==> src/rtl/core/bfloat16_add_sub_mul_unit_macros.svh <==
// Assertion macros shared by the bfloat16 unit.
`ifndef BFLOAT16_ADD_SUB_MUL_UNIT_MACROS_SVH
`define BFLOAT16_ADD_SUB_MUL_UNIT_MACROS_SVH
// Implication checked on every clock edge outside reset.
`define BF_ASSERT_IMP(label, clk, rst, ante, cons, msg) \
  label: assert property (@(posedge clk) disable iff (rst) (ante) |-> (cons)) else $error(msg);
// Implication whose consequent is checked in the cycle after the antecedent.
`define BF_ASSERT_NXT(label, clk, rst, ante, cons, msg) \
  label: assert property (@(posedge clk) disable iff (rst) (ante) |=> (cons)) else $error(msg);
`endif

==> src/rtl/core/bf16_pkg.sv <==
package bf16_pkg;
  localparam logic [1:0] MODE_ADD = 2'd0;
  localparam logic [1:0] MODE_SUB = 2'd1;
  localparam logic [1:0] MODE_MUL = 2'd2;
  // The unused code is decoded on its high bit and multiplies as well.
  localparam logic [1:0] MODE_SPARE = 2'd3;
  localparam logic [15:0] QUIET_NAN = 16'h7FC0;
  localparam logic [15:0] EXP_FIELD = 16'h7F80;

  // Classified operation handed from the front part to the back part.
  typedef struct packed {
    logic        is_mul;
    logic [15:0] a;
    logic [15:0] b;
  } bf16_op_t;
endpackage

==> src/rtl/core/bf16_front.sv <==
module bf16_front
  import bf16_pkg::*;
(
  input  logic       clk,
  input  logic       rst,
  input  logic       in_valid,
  output logic       in_ready,
  input  logic [1:0] mode,
  input  logic [15:0] operand_a,
  input  logic [15:0] operand_b,
  output logic       op_valid,
  input  logic       op_ready,
  output bf16_op_t   op
);
  logic     full;
  bf16_op_t hold;

  assign in_ready = !full || op_ready;
  assign op_valid = full;
  assign op = hold;

  always_ff @(posedge clk) begin
    if (rst) begin
      full <= 1'b0;
    end else if (in_ready) begin
      full <= in_valid;
    end
  end

  // Subtract becomes an add with the sign of b flipped; mode 3 acts as multiply.
  always_ff @(posedge clk) begin
    if (in_valid && in_ready) begin
      hold.is_mul <= mode[1];
      hold.a <= operand_a;
      hold.b <= (mode == MODE_SUB) ? {~operand_b[15], operand_b[14:0]} : operand_b;
    end
  end
endmodule

==> src/rtl/core/bf16_queue.sv <==
module bf16_queue
  import bf16_pkg::*;
(
  input  logic     clk,
  input  logic     rst,
  input  logic     wr_valid,
  output logic     wr_ready,
  input  bf16_op_t wr_data,
  output logic     rd_valid,
  input  logic     rd_ready,
  output bf16_op_t rd_data
);
  bf16_op_t  mem [2];
  logic      wp, rp;
  logic [1:0] cnt;
  logic wr_en, rd_en;

  assign wr_ready = (cnt != 2'd2);
  assign rd_valid = (cnt != 2'd0);
  assign rd_data = mem[rp];
  assign wr_en = wr_valid && wr_ready;
  assign rd_en = rd_valid && rd_ready;

  always_ff @(posedge clk) begin
    if (wr_en) begin
      mem[wp] <= wr_data;
    end
  end

  always_ff @(posedge clk) begin
    if (rst) begin
      wp <= 1'b0;
      rp <= 1'b0;
      cnt <= 2'd0;
    end else begin
      if (wr_en) wp <= ~wp;
      if (rd_en) rp <= ~rp;
      cnt <= cnt + 2'(wr_en) - 2'(rd_en);
    end
  end
endmodule

==> src/rtl/core/bf16_back.sv <==
module bf16_back
  import bf16_pkg::*;
(
  input  logic     clk,
  input  logic     rst,
  input  logic     op_valid,
  output logic     op_ready,
  input  bf16_op_t op,
  output logic     res_valid,
  input  logic     res_ready,
  output logic [15:0] res
);
  logic [7:0] ea, eb, ma, mb, msa, msb, mr;
  logic sa, sb, sr, ea0, eb0, nana, nanb, infa, infb;
  logic [8:0] sum;
  logic [7:0] dif, diff_ab, diff_ba;
  logic [15:0] prod;
  logic signed [10:0] er;
  logic [3:0] lz;
  logic [15:0] r;
  logic done;

  assign op_ready = !res_valid || res_ready;

  always_comb begin
    ea = op.a[14:7]; eb = op.b[14:7];
    sa = op.a[15]; sb = op.b[15];
    ea0 = (ea == 8'd0); eb0 = (eb == 8'd0);
    nana = (ea == 8'hFF) && (op.a[6:0] != 7'd0);
    nanb = (eb == 8'hFF) && (op.b[6:0] != 7'd0);
    infa = (ea == 8'hFF) && (op.a[6:0] == 7'd0);
    infb = (eb == 8'hFF) && (op.b[6:0] == 7'd0);
    ma = {1'b1, op.a[6:0]}; mb = {1'b1, op.b[6:0]};
    diff_ab = ea - eb; diff_ba = eb - ea;
    msa = ma; msb = mb;
    sum = '0; dif = '0; prod = '0; lz = '0;
    er = '0; sr = 1'b0; mr = '0; done = 1'b0; r = '0;
    if (op.is_mul) begin
      sr = sa ^ sb;
      prod = ma * mb;
      if (nana) begin r = op.a; done = 1'b1; end
      else if (nanb) begin r = op.b; done = 1'b1; end
      else if (infa || infb) begin
        r = (ea0 || eb0) ? QUIET_NAN : {sr, EXP_FIELD[14:0]}; done = 1'b1;
      end else if (ea0 || eb0) begin r = {sr, 15'd0}; done = 1'b1; end
      else begin
        er = 11'(ea) + 11'(eb) - 11'sd127;
        if (prod[15]) begin mr = prod[15:8]; er = er + 11'sd1; end
        else mr = prod[14:7];
      end
    end else begin
      if (ea0) begin r = op.b; done = 1'b1; end
      else if (eb0) begin r = op.a; done = 1'b1; end
      else if (nana) begin r = op.a; done = 1'b1; end
      else if (nanb) begin r = op.b; done = 1'b1; end
      else if (infa) begin r = (infb && sa != sb) ? QUIET_NAN : op.a; done = 1'b1; end
      else if (infb) begin r = op.b; done = 1'b1; end
      else if (ea > eb && diff_ab > 8'd8) begin r = op.a; done = 1'b1; end
      else if (eb > ea && diff_ba > 8'd8) begin r = op.b; done = 1'b1; end
      else begin
        if (ea > eb) begin msb = mb >> diff_ab[3:0]; er = 11'(ea); end
        else begin msa = ma >> diff_ba[3:0]; er = 11'(eb); end
        if (sa == sb) begin
          sr = sa;
          sum = 9'(msa) + 9'(msb);
          if (sum[8]) begin mr = sum[8:1]; er = er + 11'sd1; end
          else mr = sum[7:0];
        end else begin
          if (msa > msb) begin sr = sa; dif = msa - msb; end
          else begin sr = sb; dif = msb - msa; end
          if (dif == 8'd0) begin r = 16'd0; done = 1'b1; end
          else begin
            // Leading-zero count for renormalization.
            for (int i = 0; i < 8; i++) begin
              if (dif[i]) lz = 4'(7 - i);
            end
            mr = dif << lz;
            er = er - 11'(lz);
          end
        end
      end
    end
    if (!done) begin
      if (er > 11'sd254) r = {sr, EXP_FIELD[14:0]};
      else if (er < 11'sd1) r = {sr, 15'd0};
      else r = {sr, er[7:0], mr[6:0]};
    end
  end

  always_ff @(posedge clk) begin
    if (rst) begin
      res_valid <= 1'b0;
    end else if (op_ready) begin
      res_valid <= op_valid;
    end
  end

  always_ff @(posedge clk) begin
    if (op_valid && op_ready) begin
      res <= r;
    end
  end
endmodule

==> src/rtl/core/bfloat16_add_sub_mul_unit.sv <==
// Path: an input transfer passes through the front register, the two-entry
// queue and the result register before the result transfer.
// Throughput: one transfer per cycle; the front and result registers take a new
// item in the cycle their current one moves on; the queue absorbs two items and
// takes one only when not full, so only downstream backpressure slows the unit.
// Reset: synchronous, active high; clears all valid flags and queue pointers.
`include "bfloat16_add_sub_mul_unit_macros.svh"
module bfloat16_add_sub_mul_unit
  import bf16_pkg::*;
(
  input  logic        clk,
  input  logic        rst,
  input  logic        s_axis_tvalid,
  output logic        s_axis_tready,
  // Fields from bit 0: mode[1:0], operand_a[17:2], operand_b[33:18], zero fill.
  input  logic [39:0] s_axis_tdata,
  output logic        m_axis_tvalid,
  input  logic        m_axis_tready,
  // Fields from bit 0: result_word[15:0].
  output logic [15:0] m_axis_tdata
);
  logic     f_valid, f_ready, q_valid, q_ready;
  bf16_op_t f_op, q_op;

  // The front part decodes the mode and folds subtract into the sign of b.
  bf16_front u_front (
    .clk, .rst,
    .in_valid(s_axis_tvalid), .in_ready(s_axis_tready),
    .mode(s_axis_tdata[1:0]), .operand_a(s_axis_tdata[17:2]),
    .operand_b(s_axis_tdata[33:18]),
    .op_valid(f_valid), .op_ready(f_ready), .op(f_op)
  );

  // A short queue lets front and back stall independently.
  bf16_queue u_queue (
    .clk, .rst,
    .wr_valid(f_valid), .wr_ready(f_ready), .wr_data(f_op),
    .rd_valid(q_valid), .rd_ready(q_ready), .rd_data(q_op)
  );

  // The back part computes the bfloat16 result into an output register.
  bf16_back u_back (
    .clk, .rst,
    .op_valid(q_valid), .op_ready(q_ready), .op(q_op),
    .res_valid(m_axis_tvalid), .res_ready(m_axis_tready), .res(m_axis_tdata)
  );

  // A stalled result must keep its value until it is taken.
  `BF_ASSERT_NXT(a_hold, clk, rst, m_axis_tvalid && !m_axis_tready, m_axis_tvalid && $stable(m_axis_tdata), "result changed while stalled")
  // The back part only pulls from the queue when it can store a result.
  `BF_ASSERT_IMP(a_pull, clk, rst, q_valid && q_ready, !m_axis_tvalid || m_axis_tready, "queue drained into a full result register")
  // A full queue pushes back on the front part.
  `BF_ASSERT_IMP(a_full, clk, rst, !f_ready, q_valid, "queue reports full while empty")
endmodule

==> config.mk <==
export PLATFORM = sky130hd
export DESIGN_NAME = bfloat16_add_sub_mul_unit
export DESIGN_NICKNAME = d
export VERILOG_FILES = /design/src/rtl/core/bf16_pkg.sv /design/src/rtl/core/bf16_front.sv /design/src/rtl/core/bf16_queue.sv /design/src/rtl/core/bf16_back.sv /design/src/rtl/core/bfloat16_add_sub_mul_unit.sv
export VERILOG_INCLUDE_DIRS = /design/src /design/src/rtl/core
export SDC_FILE = /design/constraint.sdc
export NUM_CORES = 1
export LEC_CHECK = 0
export BUFFER_PORTS_ARGS = -buffer_cell sky130_fd_sc_hd__buf_4
export CAP_MARGIN = 20
export CORE_ASPECT_RATIO = 0.9
export CORE_MARGIN = 2
export CORE_UTILIZATION = 59
export CTS_CLUSTER_SIZE = 12
export DETAILED_ROUTE_END_ITERATION = 16
export PLACE_DENSITY_LB_ADDON = 0.08
export SLEW_MARGIN = 20
export SYNTH_ARGS = -nofsm -noshare
export SYNTH_HDL_FRONTEND = slang
export SYNTH_HIERARCHICAL = 1
export SYNTH_SLANG_ARGS = --single-unit
==> constraint.sdc <==
create_clock -name clk -period 15.56 [get_ports clk]
set_input_delay 3.112 -clock clk [delete_from_list [all_inputs] [get_ports clk]]
set_output_delay 3.112 -clock clk [all_outputs]
set_load 0.005 [all_outputs]
Word level (Yosys, flattened, before mapping)
Memories as Yosys holds them, arrays and structs flattened. A register that Yosys moved wholly into a read port is not among the register bits.
Index checks and enable logic that the tools add are counted.
{"block": "word_totals", "register_bits": 55, "latch_bits": 0, "ramBits": 66, "romBits": 0, "output_inout_bits": 18, "elab_cells": 210, "memories": 1}
{"memory": "u_queue.mem", "words": 2, "word_bits": 33, "rd": 1, "rd_clocked_by_memory_dff": 1, "write_ports": 1, "line_no": "bf16_queue.sv:13", "source": "bf16_op_t mem [2];"}
{"block": "op_classes", "add_sub_neg": 12, "multipliers": 1, "div": 0, "order_cmp": 7, "eq_ne": 6, "shifts": 3, "muxes": 143, "bitwise": 4, "n_reduce_logical": 24}
{"cell": "2-to-1 mux 11 bit", "count": 26}
{"cell": "2-to-1 mux 16 bit", "count": 17}
{"cell": "2-to-1 mux 8 bit", "count": 32}
{"cell": "2-to-1 mux 7 bit", "count": 17}
{"cell": "2-to-1 mux 4 bit", "count": 11}
{"cell": "subtractor 8 bit", "count": 4}
{"cell": "2-to-1 mux 1 bit", "count": 30}
{"cell": "2-to-1 mux 15 bit", "count": 2}
{"cell": "greater-than comparator 8 bit", "count": 3}
{"cell": "zero test 8 bit", "count": 3}
{"cell": "2-to-1 mux 3 bit", "count": 8}
{"cell": "adder 11 x 2 -> 11 bit (second input constant)", "count": 2}
{"cell": "adder 8 x 8 -> 9 bit", "count": 2}
{"cell": "equality test 8 bit (second input constant)", "count": 2}
{"cell": "greater-than comparator 8 x 4 -> 1 bit (second input constant)", "count": 2}
{"cell": "multiplier 8 x 8 -> 16 bit", "count": 1}
{"cell": "right shift 8 x 4 -> 8 bit", "count": 2}
{"cell": "zero test 7 bit", "count": 2}
{"cell": "nonzero test 7 bit", "count": 2}
{"cell": "greater-than comparator 11 x 9 -> 1 bit (second input constant)", "count": 1}
{"cell": "less-than comparator 11 x 2 -> 1 bit (second input constant)", "count": 1}
{"cell": "subtractor 11 x 4 -> 11 bit", "count": 1}
{"cell": "subtractor 11 x 7 -> 11 bit (second input constant)", "count": 1}
{"cell": "logical AND 1 bit", "count": 10}
{"cell": "12 further kinds", "count": 18}

Depth between registers and ports, before layout
Gate-level depths: netlist of the first run.
{"block": "depth", "ltp_word": 59, "mapped_depth": 38}

Modules after synthesis
The synthesis of the first run kept the hierarchy.
{"module": "bf16_back", "n_inst": 1, "cells_each": 1082, "area_per_inst_um2": 8015.2}
{"module": "bf16_queue", "n_inst": 1, "cells_each": 127, "area_per_inst_um2": 2748.9}
{"module": "bf16_front", "n_inst": 1, "cells_each": 40, "area_per_inst_um2": 1068.5}

Worst setup path before layout of the first run
OpenSTA, ideal clock, no wires.
{"block": "synth_timing", "kind": "register to register", "startpoint": "register with a tool-made name", "endpoint": "register u_back.res[0] (data pin)", "arrival_ns": 7.581, "required_time_ns": 15.289, "setup_slack_ns": 7.708, "path_stages_with_launch": 37, "n_path_buf": 7, "synth_period_minus_slack_ns": 7.852, "cell_sequence": "dfxtp_1 buf_6 buf_6 mux2_4 inv_1 ha_1 inv_1 fa_1 nand3_1 a21oi_1 o221ai_1 buf_2 buf_2 buf_2 clkbuf_1 o21ai_0 o21a_1 ha_1 buf_6 or3b_4 a21oi_4 o22ai_4 mux2i_1 xnor2_1 nand2_1 o211ai_1 ha_1 a21oi_1 o21ai_0 nand3b_1 o21ai_0 o21ai_1 xnor2_1 o22ai_1 or4_4 nor4_4 o31ai_1"}
{"element": "to (signal assigned)", "line_no": "bf16_back.sv:100", "source": "res <= r;"}
{"element": "to (decl)", "line_no": "bf16_back.sv:11", "source": "output logic [15:0] res"}

==> impl_metrics.py, run 1 <==
metrics = {
    "outcome": {
        "outcome": "completed",
    },
    "worst_setup_path": {
        "critical_path_buf_inv_count": 2,
        "worst_ep_arrival_time_ns": 9.53,
        "cp_top_family": "compound AO/OA/AOI/OAI gates",
        "cp-start-kind": "flop",
        "reg2reg_setup_slack_ns": 6.16,
        "r2r_end": "u_back/res[2]$_DFFE_PP_",
        "slowest_delay_ns": 0.76,
        "crit_slowest_cell": "o32ai_1",
        "critical_path.max_fanout": 33,
        "worst-setup-path-type": "reg -> reg",
        "cp_data_required_time_ns": 15.69,
        "r2r_cells": 28,
        "cp-end-kind": "flop",
    },
    "global_routing": {
        "grt_pass1_vias": 9178,
        "overflow": 0,
        "grt_pass1_wl_um": 50120,
        "grt_antenna_before_repair": 0,
        "grt_max_degree": 34,
        "grt_use_total_pct": 29.93,
    },
    "floorplan": {
        "ioPinCount": 62,
        "die_x_um": 153.3,
        "core-area_um2": 19800,
        "die_area_um2": 21210,
        "num_rows": 49,
        "die_y_um": 138.4,
        "start_util_pct": 59.75,
    },
    "synth": {
        "synth_edf_count": 115,
        "async_flop_share_pct": 0,
        "synth_top_area_cell": "edfxtp_1",
        "synth_area_um2": 11830,
        "synth.area.top_cells": "edfxtp_1 29%, ha_1 9.9%, fa_1 7.1%",
        "synthCells": 1249,
        "synthFlopType": "edfxtp_1",
        "syn_avg_cell_area_um2": 9.474,
        "ys_types": 103,
        "synth_top_area_share_pct": 29.18,
        "syn_nets": 1429,
        "ys_ff_latch": 122,
        "synth.most_common_cell": "edfxtp_1",
        "yosysSeqAreaShare_pct": 30.37,
        "synth_top_cells_by_count": "115 x edfxtp_1, 108 x inv_1, 94 x a21oi_1, 94 x ha_1, 94 x nor2_1",
        "yosys_warnings": 6,
    },
    "timing": {
        "finalCritPeriodShare_pct": 60.40,
        "rsz0062_at_grt": "no",
        "fmax_mhz": 106.4,
        "finClkSkew_ns": 0.02317,
        "hold_ws_ns": 0.4399,
        "hold_viol_final": 0,
        "tns_ns": 0,
        "drv_slew": 0,
        "finalSetupViolCount": 0,
        "period_minus_slack_ns": 9.398,
        "max_slew_margin_pct": 24.44,
        "worst_slew_pin_slew_ns": 1.133,
    },
    "cts": {
        "numCtsBuffers": 17,
        "holdBufCountCts": 0,
        "cts_sinks": 122,
        "cts_buffer_depth": 2,
        "worstSkewPairLatency_ns": 0.42,
        "cts_max_level": 4,
        "cts_tree": "yes",
        "post-cts-setup-buffers": 0,
        "root_buffer": "clkbuf_16",
        "cts_resized": 0,
        "path_clk_slew_ns": 0.06,
    },
    "cells_and_area": {
        "antenna_cells": 0,
        "syn2layout_area_growth_pct": 9.887,
        "fin_nets": 1451,
        "post_layout_nonfiller_instances": 1539,
        "num-fill-cells": 1670,
        "drive_gt1_share_pct": 14.49,
    },
    "route": {
        "drt-vias-per-instance": 6.242,
        "wl_um": 31510,
        "avgRoutedWirePerCell_um": 20.47,
        "drt_iter0_drc": 912,
        "firstDrtPassIters": 6,
        "vias": 9607,
        "drc": 0,
        "ant_nets": 0,
    },
    "placement": {
        "place_inst": 1507,
        "place.gp.congestion": 0.9484,
        "io_buffers": 55,
        "place_hpwl_um": 23610,
    },
    "min_path": {
        "holdPathEnd": "u_queue/mem[1][16]$_DFFE_PP_",
        "holdPathStages": 0,
        "hold_path_class": "reg -> reg",
        "hold_start": "u_front/op[16]$_DFFE_PP_",
    },
    "run": {
        "cap_violations": 0,
    },
}
[stage by stage]
step	instance area [um2]	utilization [%]	setup WS, ns
4_1_cts	13000	65.66	6.261
2_1_floorplan	11830	-	7.708
3_3_place_gp	12340	62.32	6.301
5_1_grt	13000	65.66	5.639
3_5_place_dp	12340	62.32	6.284
6_report	13000	65.66	6.162
[flip-flops by register name, summed over array words and instances (netlist names), named ones only]
name	flops
u_queue/mem	66
u_back/res	16
u_queue/wp	1
u_front/op	33
u_front/op_valid	1
u_queue/cnt	2
u_queue/rp	1
u_back/res_valid	1
[placed cells by master, fill, tap and decap left out, types with 8 or more instances in the layout]
| cell | n |
|---|---|
| nor2b_1 | 11 |
| mux2_4 | 33 |
| xnor2_1 | 38 |
| edfxtp_1 | 115 |
| o22ai_1 | 11 |
| mux2i_1 | 20 |
| nor2_1 | 93 |
| buf_4 | 63 |
| a21oi_1 | 94 |
| nand4_1 | 9 |
| nand2b_1 | 12 |
| nor3_1 | 38 |
| o211ai_1 | 8 |
| xor2_1 | 16 |
| fa_1 | 42 |
| a22oi_1 | 11 |
| or3_1 | 10 |
| and3_1 | 15 |
| ha_1 | 94 |
| inv_1 | 108 |
| o21a_1 | 11 |
| and2_1 | 44 |
| nand3_1 | 19 |
| a211oi_1 | 9 |
| o31ai_1 | 23 |
| o21ai_0 | 55 |
| clkbuf_16 | 17 |
| nand2_1 | 83 |
[final cells by class]
type	instances	area, um2	share of cell area (%)
Clock buffer	18	429.2	3.301
Multi-Input combinational cell	958	7545	58.03
Timing Repair Buffer	63	473.0	3.637
Clock inverter	14	232.7	1.790
Sequential cell	122	3595	27.65
Inverter	109	409.1	3.147
Tap cell	255	319.1	2.454
[metal layers]
metal  up-vias  global-route usage [%]  wire [um]  part of all wire (%)
met4         0                   6.823        418                   1.3
li1       4555                       -          -                     -
met1      4611                   44.27      14740                    47
met5         -                       0          0                     0
met3        37                   5.893       2577                   8.2
met2       404                   45.70      13780                    44
[logic make-up (layout without fill, tap and decap cells)]
kind of cell / Yosys count / in the layout / synth area share, %
flops: 122 / 122 / 30.37
compound gates: 318 / 318 / 18.34
fa+ha+maj: 136 / 136 / 17.05
buf+inv: 169 / 204 / 5.943
mux: 64 / 64 / 7.021
xor+xnor: 55 / 55 / 4.135
simple gates: 385 / 385 / 17.15
[worst max path at each step]
stage	end	cells past startpoint
floorplan	u_back/res[0]$_DFFE_PP_	36
global route	u_back/res[0]$_DFFE_PP_	28
global placement	u_back/res[2]$_DFFE_PP_	28
finish	u_back/res[2]$_DFFE_PP_	28
CTS	u_back/res[2]$_DFFE_PP_	28
detailed placement	u_back/res[2]$_DFFE_PP_	28
Power of run 1 is left out: the tool's default activity adds up to more than one toggle a clock period on the data nets, which glitch-free logic cannot reach.
==> run 2, diff against run 1 <==
Clock period 15.56 ns to 9.3 ns, I/O delays scaled along.
==> impl_metrics.py, run 2 (synthesis gave the netlist of run 1 again) <==
metrics = {
    "outcome": {
        "outcome": "completed",
    },
    "timing": {
        "hold_viol_final": 0,
        "rsz0062_at_grt": "no",
        "worst_slew_pin_slew_ns": 0.9824,
        "finalSetupViolCount": 0,
        "max_slew_margin_pct": 34.34,
        "finalCritPeriodShare_pct": 94.66,
        "period_minus_slack_ns": 8.803,
        "finClkSkew_ns": 0.02841,
        "tns_ns": 0,
        "fmax_mhz": 113.6,
        "drv_slew": 0,
    },
    "route": {
        "ant_nets": 0,
        "vias": 9725,
        "drt-vias-per-instance": 6.270,
        "drc": 0,
        "wl_um": 32080,
        "drt_iter0_drc": 1113,
        "avgRoutedWirePerCell_um": 20.69,
        "firstDrtPassIters": 6,
    },
    "placement": {
        "place_inst": 1518,
        "place.gp.congestion": 0.9608,
        "place_hpwl_um": 23930,
        "placed_area_um2": 12420,
        "io_buffers": 55,
    },
    "cells_and_area": {
        "final_cell_mix": "115 x edfxtp_1, 108 x inv_1, 94 x a21oi_1, 94 x ha_1, 93 x nor2_1",
        "num-fill-cells": 1609,
        "finish.instance_area_um2": 13070,
        "post_layout_nonfiller_instances": 1551,
        "layout_commonest_cell": "edfxtp_1",
        "top_register": "u_queue/mem",
        "fin_nets": 1463,
        "syn2layout_area_growth_pct": 10.44,
        "drive_gt1_share_pct": 15.43,
        "antenna_cells": 0,
        "largest_register_ffs": 66,
    },
    "worst_setup_path": {
        "slowest_delay_ns": 0.81,
        "crit_slowest_cell": "fa_1",
        "cp-start-kind": "flop",
        "critical_path.max_fanout": 14,
        "worst_ep_arrival_time_ns": 8.94,
        "worst-setup-path-type": "reg -> reg",
        "cp_data_required_time_ns": 9.44,
        "cp-end-kind": "flop",
    },
    "cts": {
        "path_clk_slew_ns": 0.07,
        "holdBufCountCts": 0,
        "cts_sinks": 122,
        "cts_buffer_depth": 2,
        "cts_tree": "yes",
        "cts_max_level": 4,
        "worstSkewPairLatency_ns": 0.43,
        "root_buffer": "clkbuf_16",
        "numCtsBuffers": 17,
    },
    "floorplan": {
        "die_area_um2": 21210,
        "core-area_um2": 19800,
        "die_x_um": 153.3,
        "start_util_pct": 59.75,
        "ioPinCount": 62,
        "num_rows": 49,
        "die_y_um": 138.4,
    },
    "global_routing": {
        "gr-usage-met2_pct": 44.48,
        "top_usage_layer": "met2",
        "overflow": 0,
        "met1_usage_pct": 43.91,
        "grt_max_degree": 34,
        "grt_use_total_pct": 30.07,
        "met3_usage_pct": 7.806,
        "grt_pass1_wl_um": 50160,
        "grt_pass1_vias": 9127,
        "grt_antenna_before_repair": 0,
    },
    "min_path": {
        "hold_path_class": "reg -> reg",
    },
    "run": {
        "cap_violations": 0,
    },
}
run 2: cell types whose count changed in the layout (fill, tap and decap cells not counted), sizes merged:
| cell | delta |
|---|---|
| clkinv | +2 |
| bufinv | -2 |
| clkinvlp | +1 |
| buf | +12 |
| inv | -1 |
run 2: worst max-delay path, delay by kind of cell (launching register included):
family | cells | cell delay, ns
compound gates | 9 | 1.67
xor+xnor | 2 | 0.40
fa+ha+maj | 5 | 2.05
buf+inv | 4 | 0.55
flops | 1 | 0.49
mux | 3 | 0.89
simple gates | 8 | 2.43
run 2: metal layers:
layer	vias up	part of all wire, %
met5	-	0
met4	0	1.9
met3	49	9.7
met2	499	43
met1	4600	45
li1	4577	-
run 2: stage by stage:
step / setup WS (ns) / utilization [%] / hold WS [ns]
after floorplan: 1.448 / - / 0.4215
after global placement: 0.6657 / 62.73 / 0.4214
after detailed placement: 0.5842 / 62.73 / 0.4304
after CTS: 0.5535 / 65.84 / 0.4327
after global routing: 0.07315 / 65.99 / 0.4425
final: 0.4968 / 65.99 / 0.4296
run 2: layout make-up:
cell class | count | area (um2) | share of cell area (%)
Multi-Input combinational cell | 958 | 7566 | 57.90
Sequential cell | 122 | 3595 | 27.51
Timing Repair Buffer | 75 | 563.0 | 4.309
Clock buffer | 18 | 429.2 | 3.284
Inverter | 109 | 409.1 | 3.131
Tap cell | 255 | 319.1 | 2.442
Clock inverter | 14 | 186.4 | 1.427
run 2: final timing paths:
check / slack [ns] / start / cells past startpoint / end
setup / recovery: 0.50 / flop / 31 / u_back/res[1]$_DFFE_PP_
hold / removal: 0.43 / u_front/op[15]$_DFFE_PP_ / 0 / u_queue/mem[0][15]$_DFFE_PP_
setup reg to reg: 0.50 / flop / 31 / u_back/res[1]$_DFFE_PP_
hold reg to reg: 0.43 / u_front/op[15]$_DFFE_PP_ / 0 / u_queue/mem[0][15]$_DFFE_PP_
run 2: repair_timing:
action / 4_1_cts / 5_1_grt
endpoints found under the setup margin: 0 / 7
resized for setup: 0 / 3
setup buffers: 0 / 0
Power of run 2 is left out for the same reason.
